### src/rtl/lru_key_value_cache_defines.svh
// Assertion macros used by the cache top level.
`ifndef LRU_KEY_VALUE_CACHE_DEFINES_SVH
`define LRU_KEY_VALUE_CACHE_DEFINES_SVH

// The consequent must hold in the same cycle as the antecedent.
`define LRUKV_ASSERT_SAME(label, clk, rst, ante, cons, msg) \
  label: assert property (@(posedge clk) disable iff (rst) (ante) |-> (cons)) \
    else $error(msg);

// The consequent must hold in the cycle after the antecedent.
`define LRUKV_ASSERT_NEXT(label, clk, rst, ante, cons, msg) \
  label: assert property (@(posedge clk) disable iff (rst) (ante) |=> (cons)) \
    else $error(msg);

`endif

### src/rtl/lrukv_pkg.sv
// Package with the types and constants of the LRU key-value cache.
package lrukv_pkg;

  localparam int MAX_ENTRIES_DEF = 16;
  localparam int KEY_BITS        = 16;
  localparam int VALUE_BITS      = 32;
  localparam int CAP_BITS        = 5;
  localparam logic [CAP_BITS-1:0] CAP_RESET = 5'd16;

  typedef enum logic {
    CMD_GET = 1'b0,
    CMD_PUT = 1'b1
  } cmd_t;

  typedef enum logic [1:0] {
    ST_IDLE,
    ST_LOOKUP,
    ST_UPDATE
  } state_t;

  typedef struct packed {
    cmd_t                  cmd;
    logic [KEY_BITS-1:0]   key;
    logic [VALUE_BITS-1:0] value;
  } req_t;

  typedef struct packed {
    logic                  hit;
    logic [VALUE_BITS-1:0] read_value;
    logic                  evicted;
    logic [KEY_BITS-1:0]   evicted_key;
  } rsp_t;

  // Control broadcast from the sequencer to every cell.
  typedef struct packed {
    logic lookup;     // capture the match-at-or-below flag
    logic shift_sel;  // shift cells up to and including the hit position
    logic shift_all;  // shift the whole row to make room at the front
    logic evict;      // the entry at the current count position is dropped
  } ctl_t;

endpackage

### src/rtl/lrukv_cell.sv
// One cell of the recency-ordered row: holds one entry and its place in the order.
module lrukv_cell #(
  parameter int MAX_ENTRIES = lrukv_pkg::MAX_ENTRIES_DEF,
  parameter int INDEX       = 0
) (
  input  logic                                 clk,
  input  logic                                 rst,
  input  lrukv_pkg::ctl_t                      ctl,
  input  logic [lrukv_pkg::KEY_BITS-1:0]       req_key,
  input  logic [$clog2(MAX_ENTRIES+1)-1:0]     count,
  input  logic [lrukv_pkg::KEY_BITS-1:0]       left_key,
  input  logic [lrukv_pkg::VALUE_BITS-1:0]     left_value,
  input  logic                                 left_valid,
  input  logic                                 right_valid,
  input  logic                                 sel_in,
  input  logic [lrukv_pkg::VALUE_BITS-1:0]     val_in,
  input  logic [lrukv_pkg::KEY_BITS-1:0]       evk_in,
  output logic                                 sel_out,
  output logic [lrukv_pkg::VALUE_BITS-1:0]     val_out,
  output logic [lrukv_pkg::KEY_BITS-1:0]       evk_out,
  output logic [lrukv_pkg::KEY_BITS-1:0]       entry_key,
  output logic [lrukv_pkg::VALUE_BITS-1:0]     entry_value,
  output logic                                 entry_valid
);
  import lrukv_pkg::*;

  localparam int CNT_W = $clog2(MAX_ENTRIES + 1);
  localparam logic [CNT_W-1:0] POS = CNT_W'(INDEX);

  logic match;
  logic sel;
  logic load;

  assign match   = entry_valid && (entry_key == req_key);
  assign sel_out = match | sel_in;
  assign val_out = match ? entry_value : val_in;
  // The least recent entry is the last valid one in the row.
  assign evk_out = (entry_valid && !right_valid) ? entry_key : evk_in;
  assign load    = ctl.shift_all || (ctl.shift_sel && sel);

  always_ff @(posedge clk) begin
    if (rst) begin
      entry_valid <= 1'b0;
      sel         <= 1'b0;
    end else begin
      if (ctl.lookup) begin
        sel <= sel_out;
      end
      if (load) begin
        entry_valid <= left_valid && !(ctl.evict && (POS == count));
      end
    end
  end

  always_ff @(posedge clk) begin
    if (load) begin
      entry_key   <= left_key;
      entry_value <= left_value;
    end
  end

endmodule

### src/rtl/lru_key_value_cache.sv
// Top level of the fully associative key-value cache with LRU replacement.
//
//  channel   direction  handshake             payload
//  request   in         start, busy           req   (cmd, key, value)
//  result    out        done (strobe)         rsp   (hit, read_value, evicted, evicted_key)
//  config    in         cfg_we                cfg_wdata (capacity)
//
// A transaction is accepted at a rising edge where start is high and busy is low.
// Each transaction runs through a lookup cycle, in which every cell compares its
// key and the match, hit value and least recent key ripple down the cell row, and an
// update cycle, in which the row shifts and the result is shown with done high.
// A new transaction may be accepted at the end of the update cycle, so a new request
// waits until the row's compare-then-shift sequence for the last one is through.
// Reset is synchronous and empties the store; capacity returns to sixteen entries.
// The result is presented for exactly one cycle; the receiver cannot stall it.
module lru_key_value_cache #(
  parameter int MAX_ENTRIES = lrukv_pkg::MAX_ENTRIES_DEF
) (
  input  logic                              clk,
  input  logic                              rst,
  input  logic                              start,
  output logic                              busy,
  input  lrukv_pkg::req_t                   req,
  input  logic                              cfg_we,
  input  logic [lrukv_pkg::CAP_BITS-1:0]    cfg_wdata,
  output logic                              done,
  output lrukv_pkg::rsp_t                   rsp
);
  import lrukv_pkg::*;
  `include "lru_key_value_cache_defines.svh"

  localparam int CNT_W = $clog2(MAX_ENTRIES + 1);
  localparam int CMP_W = (CNT_W > CAP_BITS) ? CNT_W : CAP_BITS;
  localparam logic [CMP_W-1:0] MAX_CMP = CMP_W'(MAX_ENTRIES);
  localparam logic [CMP_W-1:0] ONE_CMP = CMP_W'(1);

  state_t state, state_next;
  ctl_t   ctl;
  logic   accept;

  // Request held for the whole transaction.
  req_t                  req_q;
  logic [CAP_BITS-1:0]   capacity;
  logic [CNT_W-1:0]      count;

  // Results of the lookup cycle.
  logic                  hit_q;
  logic [VALUE_BITS-1:0] hit_val_q;
  logic [KEY_BITS-1:0]   evk_q;
  logic                  evict_q;

  // Chains through the cell row; index MAX_ENTRIES is the far end of the row.
  logic                  sel_c [MAX_ENTRIES+1];
  logic [VALUE_BITS-1:0] val_c [MAX_ENTRIES+1];
  logic [KEY_BITS-1:0]   evk_c [MAX_ENTRIES+1];
  logic [MAX_ENTRIES:0]  valid_vec;
  logic [KEY_BITS-1:0]   key_a [MAX_ENTRIES];
  logic [VALUE_BITS-1:0] value_a [MAX_ENTRIES];

  logic [KEY_BITS-1:0]   front_key;
  logic [VALUE_BITS-1:0] front_value;
  logic [CMP_W-1:0]      cap_ext;
  logic [CMP_W-1:0]      cap_eff;
  logic                  is_put;
  logic                  evict_now;

  assign accept = start && !busy;
  assign is_put = (req_q.cmd == CMD_PUT);

  // A capacity of zero behaves as one; anything above the row length saturates.
  assign cap_ext = CMP_W'(capacity);
  always_comb begin
    priority if (cap_ext == '0) begin
      cap_eff = ONE_CMP;
    end else if (cap_ext > MAX_CMP) begin
      cap_eff = MAX_CMP;
    end else begin
      cap_eff = cap_ext;
    end
  end

  // A put that misses evicts the last valid entry when the store is at capacity.
  assign evict_now = is_put && !sel_c[0] && (CMP_W'(count) >= cap_eff);

  assign sel_c[MAX_ENTRIES] = 1'b0;
  assign val_c[MAX_ENTRIES] = '0;
  assign evk_c[MAX_ENTRIES] = '0;
  assign valid_vec[MAX_ENTRIES] = 1'b0;

  // The front of the row receives the request key, with either the new value or the
  // value that the hit found.
  assign front_key   = req_q.key;
  assign front_value = is_put ? req_q.value : hit_val_q;

  for (genvar i = 0; i < MAX_ENTRIES; i++) begin : g_cell
    logic [KEY_BITS-1:0]   left_key;
    logic [VALUE_BITS-1:0] left_value;
    logic                  left_valid;

    if (i == 0) begin : g_front
      assign left_key   = front_key;
      assign left_value = front_value;
      assign left_valid = 1'b1;
    end else begin : g_inner
      assign left_key   = key_a[i-1];
      assign left_value = value_a[i-1];
      assign left_valid = valid_vec[i-1];
    end

    lrukv_cell #(
      .MAX_ENTRIES(MAX_ENTRIES),
      .INDEX      (i)
    ) u_cell (
      .clk        (clk),
      .rst        (rst),
      .ctl        (ctl),
      .req_key    (req_q.key),
      .count      (count),
      .left_key   (left_key),
      .left_value (left_value),
      .left_valid (left_valid),
      .right_valid(valid_vec[i+1]),
      .sel_in     (sel_c[i+1]),
      .val_in     (val_c[i+1]),
      .evk_in     (evk_c[i+1]),
      .sel_out    (sel_c[i]),
      .val_out    (val_c[i]),
      .evk_out    (evk_c[i]),
      .entry_key  (key_a[i]),
      .entry_value(value_a[i]),
      .entry_valid(valid_vec[i])
    );
  end

  // Sequencer state.
  always_ff @(posedge clk) begin
    if (rst) begin
      state <= ST_IDLE;
    end else begin
      state <= state_next;
    end
  end

  always_comb begin
    state_next    = state;
    ctl           = '0;
    busy          = 1'b0;
    done          = 1'b0;
    unique case (state)
      ST_IDLE: begin
        if (accept) begin
          state_next = ST_LOOKUP;
        end
      end
      ST_LOOKUP: begin
        busy       = 1'b1;
        ctl.lookup = 1'b1;
        state_next = ST_UPDATE;
      end
      ST_UPDATE: begin
        done          = 1'b1;
        ctl.shift_sel = hit_q;
        ctl.shift_all = is_put && !hit_q;
        ctl.evict     = evict_q;
        state_next    = accept ? ST_LOOKUP : ST_IDLE;
      end
      default: begin
        state_next = ST_IDLE;
      end
    endcase
  end

  // Configuration and entry count.
  always_ff @(posedge clk) begin
    if (rst) begin
      capacity <= CAP_RESET;
      count    <= '0;
    end else begin
      if (cfg_we) begin
        capacity <= cfg_wdata;
      end
      if (ctl.shift_all && !evict_q) begin
        count <= count + CNT_W'(1);
      end
    end
  end

  // Request capture and lookup results; these are payload and need no reset.
  always_ff @(posedge clk) begin
    if (accept) begin
      req_q <= req;
    end
    if (ctl.lookup) begin
      hit_q     <= sel_c[0];
      hit_val_q <= val_c[0];
      evk_q     <= evk_c[0];
      evict_q   <= evict_now;
    end
  end

  always_comb begin
    rsp             = '0;
    rsp.hit         = hit_q;
    rsp.read_value  = (!is_put && hit_q) ? hit_val_q : '0;
    rsp.evicted     = evict_q;
    rsp.evicted_key = evict_q ? evk_q : '0;
  end

  // The number of valid cells always equals the entry count.
  `LRUKV_ASSERT_SAME(a_count_matches_valid, clk, rst, 1'b1, $countones(valid_vec) == int'(count), "entry count disagrees with valid cells")
  // Every lookup cycle is followed by the result strobe.
  `LRUKV_ASSERT_NEXT(a_lookup_then_result, clk, rst, state == ST_LOOKUP, done, "result did not follow lookup")
  // Only a put that misses may evict.
  `LRUKV_ASSERT_SAME(a_evict_on_put_miss, clk, rst, done && rsp.evicted, is_put && !rsp.hit, "eviction outside a put miss")
  // A full row always evicts on a put miss, so the count never passes the row length.
  `LRUKV_ASSERT_SAME(a_count_bounded, clk, rst, 1'b1, CMP_W'(count) <= MAX_CMP, "entry count beyond row length")

endmodule
### config.mk
export PLATFORM = sky130hd
export DESIGN_NAME = lru_key_value_cache
export DESIGN_NICKNAME = d
export VERILOG_FILES = /design/src/rtl/lrukv_pkg.sv /design/src/rtl/lrukv_cell.sv /design/src/rtl/lru_key_value_cache.sv
export VERILOG_INCLUDE_DIRS = /design/src /design/src/rtl
export SDC_FILE = /design/constraint.sdc
export NUM_CORES = 1
export LEC_CHECK = 0
export BUFFER_PORTS_ARGS = -buffer_cell sky130_fd_sc_hd__buf_2
export CELL_PAD_IN_SITES_DETAIL_PLACEMENT = 0
export CELL_PAD_IN_SITES_GLOBAL_PLACEMENT = 1
export CORE_UTILIZATION = 45
export CTS_CLUSTER_SIZE = 12
export DETAILED_ROUTE_END_ITERATION = 6
export GPL_TIMING_DRIVEN = 0
export PLACE_DENSITY_LB_ADDON = 0.1
export RECOVER_POWER = 100
export SLEW_MARGIN = 20
export SYNTH_ARGS = -nofsm -noshare
export SYNTH_HDL_FRONTEND = slang
export SYNTH_SLANG_ARGS = --single-unit
### constraint.sdc
create_clock -name clk -period 6.64 [get_ports clk]
set_input_delay 0.332 -clock clk [delete_from_list [all_inputs] [get_ports clk]]
set_output_delay 0.332 -clock clk [all_outputs]
set_load 0.02 [all_outputs]
==> results of run 1 <==
## cells in the mapped netlist, drive strengths merged, types with 14 or more instances
| master | number |
|---|---|
| buf | 97 |
| o221a | 32 |
| clkbuf | 123 |
| mux2i | 17 |
| nor2 | 165 |
| nand2 | 87 |
| nor4 | 38 |
| dfxtp | 44 |
| o31a | 32 |
| nand3 | 151 |
| o211ai | 33 |
| xor2 | 154 |
| a311oi | 84 |
| a21o | 18 |
| a22oi | 48 |
| a211o | 16 |
| and2 | 53 |
| a221oi | 16 |
| a21oi | 92 |
| o221ai | 48 |
| a41oi | 16 |
| a221o | 32 |
| inv | 14 |
| nor3 | 114 |
| o21ai | 69 |
| nand4 | 29 |
| a211oi | 19 |
| xnor2 | 105 |
| mux2 | 32 |
| o2111ai | 32 |
| edfxtp | 867 |
| nor2b | 14 |
## state kept, by name, summed over array words and instances, names as in the netlist
| name | cells |
|---|---|
| cap_ext | 5 |
| count | 5 |
| evict_q | 1 |
| evk_q | 16 |
| front_key | 16 |
| g_cell.u_cell.entry_key | 256 |
| g_cell.u_cell.entry_valid | 16 |
| g_cell.u_cell.entry_value | 512 |
| g_cell.u_cell.sel | 16 |
| hit_q | 1 |
| hit_val_q | 32 |
| is_put | 1 |
| req_q | 32 |
| state | 2 |
## stage by stage
stage | total power (W) | hold WS [ps] | setup slack, ps
6_report | 0.0122 | 99.1 | 1090
2_1_floorplan | 0.00670 | 423 | 3600
5_1_grt | 0.0125 | 115 | 1070
4_1_cts | 0.0123 | 71.5 | 2180
3_5_place_dp | 0.00686 | 433 | 2200
3_3_place_gp | 0.00685 | 428 | 1900
## kinds of logic (layout without fill, tap and decap cells)
logic type,after synthesis,count (layout),synth area share
buffers and inverters,234,585,0.0313
other,0,1,0
DFF,911,911,0.686
xor gates and xnor gates,259,259,0.0580
adders and majority gates,10,10,0.00319
muxes,49,49,0.0135
and+or+nand+nor,682,682,0.0871
AOI/OAI and AO/OA,608,608,0.120
## metal layers
metal	vias up	GRT usage
met5	-	0
met4	0	0.0497
met3	99	0.0420
met2	971	0.359
met1	12622	0.394
li1	11399	-
## what timing repair did
action                     in CTS  in global routing
hold endpoints to repair       55                  0
hold buffers                   55                  0
setup endpoints to repair       0                  0
## worst max-delay path, stage by stage (launching register included)
cell and delay [ps]:
edfxtp_1 410, clkbuf_1 570, xnor2_1 250, nand4_1 130, nor4_1 1360, and2_0 240, clkbuf_1 370, clkbuf_1 410
o211ai_1 240, a311oi_1 770, o31a_1 360, o21ai_0 160
## power by group
| part | switching [W] | internal, W |
|---|---|---|
| logic | 0.000244 | 0.000144 |
| clock network | 0.00228 | 0.00314 |
| registers | 0.0000475 | 0.00632 |
| total | 0.00257 | 0.00960 |
## final timing paths
check,from,end,slack [ps]
hold / removal,cfg_we,cap_ext[4]$_SDFFE_PP1P_,100
hold reg to reg,g_cell[9].u_cell.entry_value[0]$_DFFE_PP_,g_cell[10].u_cell.entry_value[0]$_DFFE_PP_,440
setup reg to reg,front_key[7]$_DFFE_PP_,hit_val_q[14]$_DFFE_PP_,1090
setup / recovery,front_key[7]$_DFFE_PP_,hit_val_q[14]$_DFFE_PP_,1090
## placed cells by master, fill, tap and decap left out, types with 55 or more instances in the layout
master,count
edfxtp_1,867
clkbuf_1,174
nor2_1,165
xor2_1,154
nand3_1,150
buf_2,139
nor3_1,112
xnor2_1,104
clkbuf_16,101
a21oi_1,92
nand2_1,86
a311oi_1,83
o21ai_0,57
dlygate4sd3_1,55
## layout make-up
cell class,count,area [sq um],share of cell area
clock inverter,52,542,0.0121
inverter,14,52.6,0.00117
clock buffer,124,2610,0.0583
sequential,911,26900,0.600
tap,1144,1430,0.0319
antenna,1,2.50,0.0000558
buffer,220,1170,0.0260
multi-input combinational,1608,11000,0.246
timing repair buffer,175,1120,0.0250
==> metrics, run 1 <==
outcome finished, violations left; failing checks capacitance limit, slew limit; total CTS buffers approximately 100; RSZ-0062 raised after global routing false; fraction of layout cells with a size suffix above 1 0.118; worst vdd ir about 200 uV; GRT Total Usage 0.249; # rows 107; Layout Nets around 3100; core area 0.0857 sq mm; root buf cell clkbuf_16; drt total wl 111 mm; setup TNS 0 ps; crit path kind register to register; Layout area overhead 14.4%; Max FO, Critical Path 10; Slew Limit Fails 729; Final ANT Viol Nets 0; met3 routed wirelength 8.34 mm; clk buf depth 3; post-synthesis async set-or-reset flop share 0; Initial Util 0.458; vias in the first global route between 20000 and 25000; post-route minimum period 5550 ps; yosys warns 0; sequential-to-total area share from yosys stat 0.686; Via density slightly below 6; element type at the critical path end register; total clock sinks slightly above 900; Critical Path Start Type register; Fin. Hold Viols 0; critical path arrival about 6000 ps; CTS tree done; number of port buffers around 110; DP Cell Count around 4000; Avg WL per Cell approximately 26 microns; Layout Utilization 0.524; number of max-cap violations 19; RePlAce Congestion about 0.89; grt total ovfl 0; unique cell type count in the Yosys netlist between 60 and 70; DRC 0; post_cts resized 0; fill count 7442; Detailed Route Iter0 Violations ~2600; type of the worst min-delay path input pin to register; clock skew 22.3 ps; Met1 Wirelength ~54 mm; WL met2 47.7 mm; worst-margin pin slew approximately 2700 ps; largest net degree at the start of global routing slightly above 50; Post-synth EDFFs slightly below 900; first-pass GRT wire length 164 mm; PD cells between 200 and 300 mW/mm^2; die footprint 0.0883 sq mm; initial antenna violation count 0; H-tree levels 3; Worst EP required roughly 7000 ps; Leak between 10 and 15 nW; clk_lat worst skew roughly 660 ps; Die Y around 300 microns; first-pass detailed-route iteration total 5; syn nets 2821; Max Freq approximately 180 MHz; period utilization 0.837; Finish-stage setup viols 0; Syn Area/Cell 14.2 sq um; leading area contributor after synthesis edfxtp_1; via count 25091; I/O pin count 110; post-synth top area share 0.664; Area contributors post-synth edfxtp_1, xor2_1, xnor2_1; r2r worst-path depth 11; uppermost layer routed met4; setup bufs post-CTS 0; die width 297 microns; Post-Layout Cell Count around 4200; post-synthesis instance total roughly 2800; Slew Limit Headroom -0.785; Post-DP Area about 0.042 sq mm; synthesized cell area roughly 0.04 sq mm; clk slew on worst S/H paths around 60 ps; hold depth 2; synthesized flop and latch total roughly 910; Final HPWL DP a little over 80 mm; Top FF cell, synth edfxtp_1; Finished Cell Area approximately 0.045 sq mm
Note: power is estimated with default switching activity, not from simulation.
==> run 2, diff against run 1 <==
==> constraint.sdc (replaced) <==
create_clock -name clk -period 4.8 [get_ports clk]
set_input_delay 0.24 -clock clk [delete_from_list [all_inputs] [get_ports clk]]
set_output_delay 0.24 -clock clk [all_outputs]
set_load 0.02 [all_outputs]
==> metrics, run 2 (synthesis results as in run 1) <==
outcome finished, violations left; failing checks capacitance limit, slew limit; drt total wl 111 mm (about the same); Finish-stage setup viols 0 (unchanged); type of the worst min-delay path input pin to register; Fin. Hold Viols 0 (unchanged); die width 297 microns (unchanged); RePlAce Congestion 0.891 (unchanged); grt total ovfl 0 (unchanged); CP endpoint hit_val_q[13]$_DFFE_PP_; Worst EP required 5170 ps (-1860 ps); fill count 7434 (-0.11%); crit path kind register to register; H-tree levels 3 (unchanged); die footprint 0.0883 sq mm (unchanged); Critical Path Start Type register; Reg-to-Reg End hit_val_q[13]$_DFFE_PP_; Leak 14.3 nW (+0.91%); Detailed Route Iter0 Violations 2519 (-3.3%); fraction of layout cells with a size suffix above 1 0.124 (+0.00640); CTS tree done; DRC 0 (unchanged); r2r worst-path depth 11 (unchanged); PD cells 375 mW/mm^2 (+38%); Crit path depth 11 (unchanged); initial antenna violation count 0 (unchanged); crit path max-delay cell type a311oi_1; Largest register FFs 512 (unchanged); HP Start cfg_we; setup bufs post-CTS 0 (unchanged); via count 25108 (+0.068%); Slew Limit Headroom -0.504 (+0.281); number of max-cap violations 6 (-13); Layout area overhead 14.7%; Critical path buffers and inverters 3 (unchanged); post-route minimum period 4570 ps (-990 ps); clk slew on worst S/H paths 60 ps (about the same); total CTS buffers 99 (unchanged); vias in the first global route 24639 (+0.012%); period utilization 0.951 (+0.114); worst-margin pin slew 2260 ps (-421 ps); Largest regs g_cell.u_cell.entry_value: 512 flops, g_cell.u_cell.entry_key: 256 flops; post-route worst setup slack 235 ps (-850 ps); I/O pin count 110 (unchanged); critical path's top delay family compound AO/OA/AOI/OAI gates; GRT Total Usage 0.249 (about the same); first-pass detailed-route iteration total 5 (unchanged); most common cell after layout, fill and taps aside edfxtp_1; critical path arrival 4930 ps (-1020 ps); Top reg by flops g_cell.u_cell.entry_value; Max FO, Critical Path 10 (unchanged); Cell Chain, Critical Path buf_4, buf_6, xor2_1, nor4_1, nand4_1, o22ai_1, nor2_1, clkbuf_1, a311oi_1, o31a_1, o21ai_0; setup TNS 0 ps (unchanged); internal reg-to-reg setup slack 230 ps (-850 ps); Die Y 297 microns (unchanged); Layout Nets 3098 (+0.032%); total clock sinks 911 (unchanged); Slew Limit Fails 267 (-63%); largest net degree at the start of global routing 51 (unchanged); core area 0.0857 sq mm (unchanged); worst vdd ir 279 uV (+39%); Final ANT Viol Nets 0 (unchanged); Max Freq 219 MHz (+22%); clk_lat worst skew 660 ps (about the same); commonest cells after routing, fill and taps aside edfxtp_1, clkbuf_1, nor2_1; # rows 107 (unchanged); CP startpoint front_key[7]$_DFFE_PP_; element type at the critical path end register; Via density 5.91 (about the same); Avg WL per Cell 26.2 microns (-0.14%); clock skew 21.4 ps (-0.826 ps); Fin Hold WS 55.9 ps (-43.3 ps); Worst path max stage delay 710 ps (-650 ps); r2r startpoint front_key[7]$_DFFE_PP_; root buf cell clkbuf_16; Final HPWL DP 82.3 mm (unchanged); pre-CTS WS 358 ps (-1840 ps); Initial Util 0.458 (unchanged); RSZ-0062 raised after global routing false; clk buf depth 3 (unchanged); first-pass GRT wire length 165 mm (about the same); number of port buffers 107 (unchanged)
## run 2: cell types whose count changed in the layout (fill, tap and decap cells not counted), moves of 2 or more
cell      previous run  this run
clkbuf_1           174       165
clkbuf_2             2        11
o211ai_1            31        23
o211ai_2             2        10
o21ai_0             57        61
o21ai_1             12         8
a21o_1              18        16
a21o_2               0         2
## run 2: timing repair
action / 4_1_cts / 5_1_grt
endpoints found under the hold margin: 55 / 0
gates resized for setup: 0 / 0
hold buffers: 56 / 0
## run 2: tightest hold or removal path, stage by stage
cell and delay, ps:
clkbuf_1 180, mux2i_1 160, nor2_1 80
## run 2: power by group
part / switching (W) / total (W) / leakage [nW] / internal, W
sequential: 0.0000659 / 0.00881 / 8.23 / 0.00874
combinational: 0.000339 / 0.000540 / 4.56 / 0.000201
clock: 0.00315 / 0.00749 / 1.53 / 0.00434
total: 0.00356 / 0.0168 / 14.3 / 0.0133
## run 2: worst min-delay path by stage
stage / endpoint / slack, ps / cells after the start
CTS: cap_ext[0]$_SDFFE_PP0P_ / 20 / 3
detailed placement: req_q[6]$_DFFE_PP_ / 420 / 1
finish: cap_ext[0]$_SDFFE_PP0P_ / 60 / 3
global placement: front_key[5]$_DFFE_PP_ / 420 / 1
floorplan: front_key[0]$_DFFE_PP_ / 340 / 0
global route: cap_ext[0]$_SDFFE_PP0P_ / 50 / 3
## run 2: metal layers
metal,vias to the layer above,track usage,share of wire
met2,979,0.359,0.43
met4,0,0.0497,0.014
li1,11391,-,-
met3,104,0.0420,0.072
met1,12634,0.394,0.49
met5,-,0,0
## run 2: area by class of cell
type	instances	area [sq um]	area share
flip-flops and latches	911	26900	0.599
multi-input cells	1608	11100	0.246
clock buffers	124	2610	0.0581
well taps	1144	1430	0.0318
plain buffers	220	1170	0.0260
repair buffers	176	1150	0.0256
clock inverters	52	542	0.0121
inverters	14	52.6	0.00117
diodes	2	5.00	0.000111
## run 2: metrics by stage
step	util	cell area [sq um]	instances	power, W
2_1_floorplan	-	39200	2753	0.00927
3_3_place_gp	0.481	41200	4004	0.00948
3_5_place_dp	0.485	41600	4017	0.00949
4_1_cts	0.529	45300	4249	0.0170
5_1_grt	0.525	45000	4249	0.0173
6_report	0.525	45000	4251	0.0168
